===== src/design/pewq_pkg.sv =====
// Shared types and codes for the priority event wait queue.
`timescale 1ns / 1ps
`default_nettype none
package pewq_pkg;

    // operation codes carried in tuser
    localparam logic [1:0] FUNC_TAKE    = 2'd0;
    localparam logic [1:0] FUNC_RELEASE = 2'd1;
    localparam logic [1:0] FUNC_WAIT    = 2'd2;
    localparam logic [1:0] FUNC_SIGNAL  = 2'd3;

    // error codes
    localparam logic [1:0] ERR_NONE      = 2'd0;
    localparam logic [1:0] ERR_NOT_OWNER = 2'd1;
    localparam logic [1:0] ERR_FULL      = 2'd2;

    // fixed field widths
    localparam int THREAD_W   = 5;
    localparam int PRIO_FLD_W = 8;
    localparam int MASK_W     = 32;
    localparam int IN_DATA_W  = 16;
    localparam int OUT_DATA_W = 48;

    // per-cell move control
    typedef struct packed {
        logic load_new;    // take the incoming request
        logic from_left;   // take the entry of the cell before
        logic from_right;  // take the entry of the cell after
    } t_cell_ctrl;

endpackage
`default_nettype wire


===== src/design/pewq_cell.sv =====
// One slot of the sorted wait queue: holds a thread id and its priority.
`timescale 1ns / 1ps
`default_nettype none
module pewq_cell #(
    parameter int PRIO_W = 8
) (
    input  wire                             i_clk,
    input  pewq_pkg::t_cell_ctrl            i_ctrl,
    input  wire [pewq_pkg::THREAD_W-1:0]    i_new_thread,
    input  wire [PRIO_W-1:0]                i_new_prio,
    input  wire [pewq_pkg::THREAD_W-1:0]    i_left_thread,
    input  wire [PRIO_W-1:0]                i_left_prio,
    input  wire [pewq_pkg::THREAD_W-1:0]    i_right_thread,
    input  wire [PRIO_W-1:0]                i_right_prio,
    output logic [pewq_pkg::THREAD_W-1:0]   o_thread,
    output logic [PRIO_W-1:0]               o_prio,
    output logic                            o_lower   // stored prio below incoming
);

    logic [pewq_pkg::THREAD_W-1:0] r_thread, n_thread;
    logic [PRIO_W-1:0]             r_prio, n_prio;

    always_comb begin
        n_thread = r_thread;
        n_prio   = r_prio;
        if (i_ctrl.load_new) begin
            n_thread = i_new_thread;
            n_prio   = i_new_prio;
        end else if (i_ctrl.from_left) begin
            n_thread = i_left_thread;
            n_prio   = i_left_prio;
        end else if (i_ctrl.from_right) begin
            n_thread = i_right_thread;
            n_prio   = i_right_prio;
        end
    end

    always_ff @(posedge i_clk) begin
        r_thread <= n_thread;
        r_prio   <= n_prio;
    end

    assign o_thread = r_thread;
    assign o_prio   = r_prio;
    assign o_lower  = (r_prio < i_new_prio);

endmodule
`default_nettype wire


===== src/design/priority_event_wait_queue_unit.sv =====
// Top level of the priority event wait queue: owner register, cell chain, control.
//
// Channel   Dir  Signals                         Contents
// s (in)    in   i_s_tvalid/o_s_tready           tuser: func; tdata: thread_id, priority_req
// m (out)   out  o_m_tvalid/i_m_tready           tdata: granted .. error_code
//
// take, release and wait finish at the accepting edge, which also registers their result.
// signal drains the chain through the head cell, one entry per cycle.
// Sorted insert: every cell compares its priority with the request in parallel and the
// chain shifts right by one from the insert point; release shifts the chain left.
// Reset (synchronous, active low) empties the queue and frees the event; cell contents
// are not reset. A new request is taken while a result waits only if it can be handed off.
`timescale 1ns / 1ps
`default_nettype none
module priority_event_wait_queue_unit #(
    parameter int QUEUE_DEPTH   = 16,
    parameter int THREAD_COUNT  = 32,
    parameter int PRIORITY_BITS = 8
) (
    input  wire         i_clk,
    input  wire         i_rst_n,
    input  wire         i_s_tvalid,
    output logic        o_s_tready,
    // [4:0] thread_id, [12:5] priority_req, [15:13] zero
    input  wire  [pewq_pkg::IN_DATA_W-1:0]  i_s_tdata,
    // [1:0] func
    input  wire  [1:0]  i_s_tuser,
    output logic        o_m_tvalid,
    input  wire         i_m_tready,
    // [0] granted, [1] blocked, [33:2] woken_mask, [34] owner_valid,
    // [39:35] owner_id, [41:40] error_code, [47:42] zero
    output logic [pewq_pkg::OUT_DATA_W-1:0] o_m_tdata
);

    localparam int CNT_W = $clog2(QUEUE_DEPTH + 1);
    localparam int TW    = pewq_pkg::THREAD_W;

    localparam logic ST_IDLE  = 1'b0;
    localparam logic ST_DRAIN = 1'b1;

    // control state
    logic             r_state, n_state;
    logic [CNT_W-1:0] r_count, n_count;
    logic             r_held, n_held;
    logic [TW-1:0]    r_owner, n_owner;
    logic             r_out_valid, n_out_valid;
    // payload
    logic [pewq_pkg::OUT_DATA_W-1:0] r_out_data, n_out_data;
    logic [pewq_pkg::MASK_W-1:0]     r_acc, n_acc;

    // request fields
    logic [1:0]               w_func;
    logic [TW-1:0]            w_id;
    logic [15:0]              w_prio_ext;
    logic [PRIORITY_BITS-1:0] w_prio;

    assign w_func     = i_s_tuser;
    assign w_id       = i_s_tdata[TW-1:0];
    assign w_prio_ext = {8'b0, i_s_tdata[TW +: pewq_pkg::PRIO_FLD_W]};
    assign w_prio     = w_prio_ext[PRIORITY_BITS-1:0];

    // cell chain
    logic [TW-1:0]            w_thread [QUEUE_DEPTH];
    logic [PRIORITY_BITS-1:0] w_cprio  [QUEUE_DEPTH];
    logic [QUEUE_DEPTH-1:0]   w_lower;
    logic [QUEUE_DEPTH-1:0]   w_lt;      // insert point at or before this cell
    pewq_pkg::t_cell_ctrl     w_ctrl [QUEUE_DEPTH];

    logic w_out_free, w_accept, w_full, w_insert, w_pop, w_is_owner;

    assign w_out_free = !r_out_valid || i_m_tready;
    assign o_s_tready = (r_state == ST_IDLE) && w_out_free;
    assign w_accept   = i_s_tvalid && o_s_tready;
    assign w_full     = (r_count == CNT_W'(QUEUE_DEPTH));
    assign w_is_owner = r_held && (r_owner == w_id);

    assign w_insert = w_accept && !w_full &&
                      ((w_func == pewq_pkg::FUNC_TAKE && r_held) ||
                       w_func == pewq_pkg::FUNC_WAIT);
    assign w_pop    = (w_accept && w_func == pewq_pkg::FUNC_RELEASE && w_is_owner &&
                       r_count != '0) ||
                      (r_state == ST_DRAIN && r_count != '0);

    function automatic logic [pewq_pkg::MASK_W-1:0] wake_bit(input logic [TW-1:0] id);
        logic [pewq_pkg::MASK_W-1:0] bits;
        bits = '0;
        if (32'(id) < THREAD_COUNT)
            bits = pewq_pkg::MASK_W'(1) << id;
        return bits;
    endfunction

    genvar g;
    generate
        for (g = 0; g < QUEUE_DEPTH; g++) begin : g_cell
            logic w_prev;
            // entries past the fill count never hold back the insert point
            assign w_lt[g] = (CNT_W'(g) >= r_count) || w_lower[g];
            if (g == 0) begin : g_first
                assign w_prev = 1'b0;
            end else begin : g_rest
                assign w_prev = w_lt[g-1];
            end
            assign w_ctrl[g].load_new   = w_insert && w_lt[g] && !w_prev;
            assign w_ctrl[g].from_left  = w_insert && w_prev;
            assign w_ctrl[g].from_right = w_pop;

            pewq_cell #(
                .PRIO_W (PRIORITY_BITS)
            ) u_cell (
                .i_clk          (i_clk),
                .i_ctrl         (w_ctrl[g]),
                .i_new_thread   (w_id),
                .i_new_prio     (w_prio),
                .i_left_thread  (w_thread[(g == 0) ? 0 : g-1]),
                .i_left_prio    (w_cprio[(g == 0) ? 0 : g-1]),
                .i_right_thread (w_thread[(g == QUEUE_DEPTH-1) ? g : g+1]),
                .i_right_prio   (w_cprio[(g == QUEUE_DEPTH-1) ? g : g+1]),
                .o_thread       (w_thread[g]),
                .o_prio         (w_cprio[g]),
                .o_lower        (w_lower[g])
            );
        end
    endgenerate

    // result packing
    function automatic logic [pewq_pkg::OUT_DATA_W-1:0] pack_out(
        input logic                        granted,
        input logic                        blocked,
        input logic [pewq_pkg::MASK_W-1:0] woken,
        input logic                        held,
        input logic [TW-1:0]               owner,
        input logic [1:0]                  err
    );
        return {6'b0, err, (held ? owner : {TW{1'b0}}), held, woken, blocked, granted};
    endfunction

    always_comb begin
        n_state     = r_state;
        n_count     = r_count;
        n_held      = r_held;
        n_owner     = r_owner;
        n_acc       = r_acc;
        n_out_data  = r_out_data;
        n_out_valid = r_out_valid && !i_m_tready;

        case (r_state)
            ST_IDLE: begin
                if (w_accept) begin
                    case (w_func)
                        pewq_pkg::FUNC_TAKE: begin
                            if (!r_held) begin
                                n_held     = 1'b1;
                                n_owner    = w_id;
                                n_out_data = pack_out(1'b1, 1'b0, '0, 1'b1, w_id,
                                                      pewq_pkg::ERR_NONE);
                            end else if (!w_full) begin
                                n_count    = r_count + CNT_W'(1);
                                n_out_data = pack_out(1'b0, 1'b1, '0, r_held, r_owner,
                                                      pewq_pkg::ERR_NONE);
                            end else begin
                                n_out_data = pack_out(1'b0, 1'b0, '0, r_held, r_owner,
                                                      pewq_pkg::ERR_FULL);
                            end
                            n_out_valid = 1'b1;
                        end
                        pewq_pkg::FUNC_RELEASE: begin
                            if (!w_is_owner) begin
                                n_out_data = pack_out(1'b0, 1'b0, '0, r_held, r_owner,
                                                      pewq_pkg::ERR_NOT_OWNER);
                            end else if (r_count != '0) begin
                                // hand off to the head waiter
                                n_count    = r_count - CNT_W'(1);
                                n_owner    = w_thread[0];
                                n_out_data = pack_out(1'b0, 1'b0, wake_bit(w_thread[0]),
                                                      1'b1, w_thread[0], pewq_pkg::ERR_NONE);
                            end else begin
                                n_held     = 1'b0;
                                n_out_data = pack_out(1'b0, 1'b0, '0, 1'b0, r_owner,
                                                      pewq_pkg::ERR_NONE);
                            end
                            n_out_valid = 1'b1;
                        end
                        pewq_pkg::FUNC_WAIT: begin
                            if (!w_full) begin
                                n_count    = r_count + CNT_W'(1);
                                n_out_data = pack_out(1'b0, 1'b1, '0, r_held, r_owner,
                                                      pewq_pkg::ERR_NONE);
                            end else begin
                                n_out_data = pack_out(1'b0, 1'b0, '0, r_held, r_owner,
                                                      pewq_pkg::ERR_FULL);
                            end
                            n_out_valid = 1'b1;
                        end
                        default: begin
                            // signal: drain the chain through the head cell
                            n_acc   = '0;
                            n_state = ST_DRAIN;
                        end
                    endcase
                end
            end
            ST_DRAIN: begin
                if (r_count != '0) begin
                    n_acc   = r_acc | wake_bit(w_thread[0]);
                    n_count = r_count - CNT_W'(1);
                end else if (w_out_free) begin
                    n_out_data  = pack_out(1'b0, 1'b0, r_acc, r_held, r_owner,
                                           pewq_pkg::ERR_NONE);
                    n_out_valid = 1'b1;
                    n_state     = ST_IDLE;
                end
            end
            default: begin
                n_state = ST_IDLE;
            end
        endcase
    end

    always_ff @(posedge i_clk) begin
        if (!i_rst_n) begin
            r_state     <= ST_IDLE;
            r_count     <= '0;
            r_held      <= 1'b0;
            r_owner     <= '0;
            r_out_valid <= 1'b0;
        end else begin
            r_state     <= n_state;
            r_count     <= n_count;
            r_held      <= n_held;
            r_owner     <= n_owner;
            r_out_valid <= n_out_valid;
        end
    end

    always_ff @(posedge i_clk) begin
        r_acc      <= n_acc;
        r_out_data <= n_out_data;
    end

    assign o_m_tvalid = r_out_valid;
    assign o_m_tdata  = r_out_data;

endmodule
`default_nettype wire


===== config.mk =====
export PLATFORM = sky130hd
export DESIGN_NAME = priority_event_wait_queue_unit
export DESIGN_NICKNAME = d
export VERILOG_FILES = /design/src/design/pewq_pkg.sv /design/src/design/pewq_cell.sv /design/src/design/priority_event_wait_queue_unit.sv
export SDC_FILE = /design/constraint.sdc
export NUM_CORES = 1
export LEC_CHECK = 0
export BUFFER_PORTS_ARGS = -buffer_cell sky130_fd_sc_hd__buf_2
export CAP_MARGIN = 20
export CORE_MARGIN = 2
export CORE_UTILIZATION = 35
export DETAILED_ROUTE_END_ITERATION = 8
export HOLD_SLACK_MARGIN = 0.05
export SKIP_CTS_REPAIR_TIMING = 1
export SLEW_MARGIN = 30
export SYNTH_ARGS = -nofsm -noshare
export SYNTH_HDL_FRONTEND = slang
export SYNTH_SLANG_ARGS = --single-unit

===== constraint.sdc =====
create_clock -name i_clk -period 5 [get_ports i_clk]
set_input_delay 0.25 -clock i_clk [delete_from_list [all_inputs] [get_ports i_clk]]
set_output_delay 0.25 -clock i_clk [all_outputs]
set_load 0.01 [all_outputs]

==> results.cfg <==
[logic_synthesis]
syn_area_mm2 = 0.0173
synth_top_cell_by_area = edfxtp_1
syn_inst = 1532
synth_edf_count = 282
synth.area.top_cells = edfxtp_1 49%, ha_1 8.8%, a2bb2oi_1 3.9%
synthDistinctLibCells = 71
synthDominantCellAreaShare_pct = 49.0
ys_seq_area_share_pct = 50.5
yosysMostFrequentCell = edfxtp_1
yosys_warnings = 0
async_flop_share_pct = 0
ys.flop_type = edfxtp_1
avgSynthCellArea_um2 = 11.3
synth_common_cells = 282 x edfxtp_1, 121 x ha_1, 87 x o22ai_1
ys_ff_latch = 295

[worst_setup_path]
r2r_end = g_cell[15].u_cell.o_thread[2]
crit_chain = inv_1, ha_1, and4bb_2, or3_4, nor3_4, mux2_2
crit_arrival_ns = 3.91
crit_fanout = 30
critPathMaxStageDelay_ns = 0.75
critPathSlowestCell = nor3_4
start_kind = register
reg2reg_slack_ns = 1.38
worstSetupPathType = register to register
required_ns = 5.29
cp.buffers_inverters = 1
cp-end-kind = register
crit_family = simple AND/OR/NAND/NOR gates
regToRegStartpoint = r_count[1]
worst-r2r-cell-count = 6

[run]
cap_violations = 0

[power]
p_leak_nw = 7.24
pwr-share-clk_pct = 40.2
p_comb_share_pct = 12.7
powerDensity_mw_per_mm2 = 325
p_sw_mw = 1.65
p_sw_share_pct = 26.1
p_int_mw = 4.66
vdd_drop_max_mv = 0.234
seqPwrFrac_pct = 47.0

[min_path]
whs_endpoint = r_count[0]
hp-class = input pin to register
hp-start = i_rst_n
hold_depth = 3

[floorplan]
design.die.area_mm2 = 0.0512
ios = 72
core_area_mm2 = 0.0488
rows = 81
initial_core_util_pct = 35.4
die_x_um = 226
dieHeight_um = 226

[timing]
final.setup.worst_slack_ns = 1.38
fin_worst_skew_ns = 0.0136
min_period_over_period_pct = 72.4
period_needed_ns = 3.62
rsz0062_at_grt = false
slew_violations = 0
maxSlewHeadroom_pct = 34.8
final-hold-violation-count = 0
tns_ns = 0
setup_violations = 0
fmax_ghz = 0.276
worst_pin_slew_ns = 0.975

[finish]
multiInputGateArea_mm2 = 0.00788
fin_nets = 1705
nFillCells = 4766
area_growth_pct = 12.2
drive_gt1_share_pct = 13.4
final-seq-area_mm2 = 0.00873
fin_cells = 2252

[detailed_routing]
vias = 13800
dr.pass1.iters = 5
routed_wl_um = 55100
wire_per_inst_um = 24.5
detail-route-antenna-nets = 0
viasPerCell = 6.14
drtIter0Drc = 1643
route.detailed.drc = 0

[clock_tree]
clock_latency_ns = 0.55
htreeDepth = 2
cts_inserted_buffers = 35
cts_root_buffer = clkbuf_16
numClockSinks = 295
cts_tree = built
cts.clk_slew.worst_paths_ns = 0.06
cts_max_path_buffers = 3

[placement]
gp_congestion = 0.916
hpwl_um = 38500
dp_slack_ns = 0.944
port_buffers = 62
place_inst = 2187

[global_route]
grt_pass1_wl_um = 81100
grt_max_degree = 112
grt_use_total_pct = 21.0
antenna_found_initial = 0
grt_pass1_vias = 13100
grt_overflow = 0

[run_status]
status = complete, no violations
==> worst min-delay path, cell delays in order <==
cell and delay [ns]:
buf_2 0.17, nand2_1 0.08, mux2i_1 0.06
==> metrics by stage <==
stage	hold slack [ns]	instance area [µm²]	utilization (%)	power [mW]
after floorplan	0.398	17300	-	3.52
after global placement	0.546	18200	37.3	3.77
after detailed placement	0.554	18300	37.4	3.79
after CTS	0.0574	19400	39.6	6.32
after global routing	0.0673	19400	39.7	6.51
final	0.0746	19400	39.7	6.30
==> power groups by stage <==
stage / combinational [mW] / clock [mW] / sequential (mW)
2_1_floorplan: 0.536 / 0 / 2.98
3_3_place_gp: 0.763 / 0 / 3.01
3_5_place_dp: 0.778 / 0 / 3.01
4_1_cts: 0.785 / 2.57 / 2.96
5_1_grt: 0.871 / 2.66 / 2.97
6_report: 0.802 / 2.54 / 2.96
==> cell families (layout without fill, tap and decap cells) <==
logic type               count (synthesis)  count (layout)  share of synthesized area (%)
AO/OA/AOI/OAI                          541             541                           23.1
XOR/XNOR                                 5               5                          0.253
adder cells (fa/ha/maj)                121             121                           8.75
buffers and inverters                  167             217                           4.30
flip-flops                             295             295                           50.5
multiplexers                            27              27                           1.65
other                                    1               7                         0.0217
AND/OR/NAND/NOR                        375             375                           11.5
==> flip-flops by register name, summed over array words and instances, names as in the netlist <==
signal                  flops
g_cell.u_cell.o_prio      128
g_cell.u_cell.o_thread     80
o_m_tdata                  42
o_m_tvalid                  1
r_acc                      32
r_count                     5
r_held                      1
r_owner                     5
r_state                     1
==> layout by cell type (no fill, tap or decap), types with 7 or more instances in the layout <==
| master | netlist | layout |
|---|---|---|
| inv_1 | 43 | 43 |
| a22o_1 | 23 | 23 |
| o22ai_1 | 87 | 87 |
| mux2_2 | 12 | 12 |
| nor3_1 | 20 | 19 |
| a21o_1 | 10 | 10 |
| nor2_1 | 61 | 60 |
| buf_2 | 33 | 62 |
| a21oi_2 | 8 | 8 |
| nor2b_1 | 31 | 30 |
| or2_2 | 10 | 10 |
| buf_4 | 14 | 47 |
| o21a_1 | 14 | 14 |
| a211oi_1 | 7 | 7 |
| a22oi_1 | 19 | 19 |
| ha_1 | 121 | 121 |
| and3_1 | 67 | 67 |
| clkbuf_16 | 0 | 35 |
| dfxtp_1 | 13 | 12 |
| a2bb2oi_1 | 78 | 78 |
| nand2_1 | 76 | 76 |
| o221ai_1 | 28 | 27 |
| o21ai_1 | 8 | 7 |
| o21ai_0 | 70 | 69 |
| a211o_1 | 9 | 9 |
| a31oi_1 | 10 | 10 |
| clkinv_2 | 0 | 9 |
| mux2i_1 | 15 | 15 |
| clkbuf_1 | 69 | 7 |
| and2_1 | 13 | 13 |
| a221o_1 | 66 | 66 |
| nand2b_1 | 30 | 30 |
| edfxtp_1 | 282 | 282 |
| a21oi_1 | 63 | 62 |
| nand3_1 | 38 | 38 |
==> metal layers <==
metal / global-route usage [%] / share of wire [%] / up-vias
li1: - / - / 6171
met1: 28.7 / 42 / 6766
met2: 32.6 / 45 / 766
met4: 7.13 / 3.3 / 0
met3: 5.34 / 11 / 118
met5: 0 / 0 / -
==> worst max-delay path by stage <==
| stage | start | to | cells past startpoint |
|---|---|---|---|
| 3_3_place_gp | i_s_tdata[11] | g_cell[3].u_cell.o_prio[2] | 9 |
| 2_1_floorplan | r_count[1] | o_m_tdata[0] | 7 |
| 6_report | r_count[1] | g_cell[15].u_cell.o_thread[2] | 6 |
| 4_1_cts | r_count[0] | g_cell[3].u_cell.o_prio[6] | 7 |
| 5_1_grt | r_count[1] | g_cell[15].u_cell.o_thread[3] | 6 |
| 3_5_place_dp | i_s_tdata[11] | g_cell[3].u_cell.o_prio[3] | 9 |
==> final cells by class <==
type	instances	share of cell area, %
antenna	1	0.0129
clock buffer	42	4.65
clock inverter	20	1.03
inverter	44	0.851
multi-input combinational	1075	40.6
sequential	295	45.0
tap	664	4.28
timing repair buffer	111	3.56
Note: power is estimated with default switching activity, not from simulation.
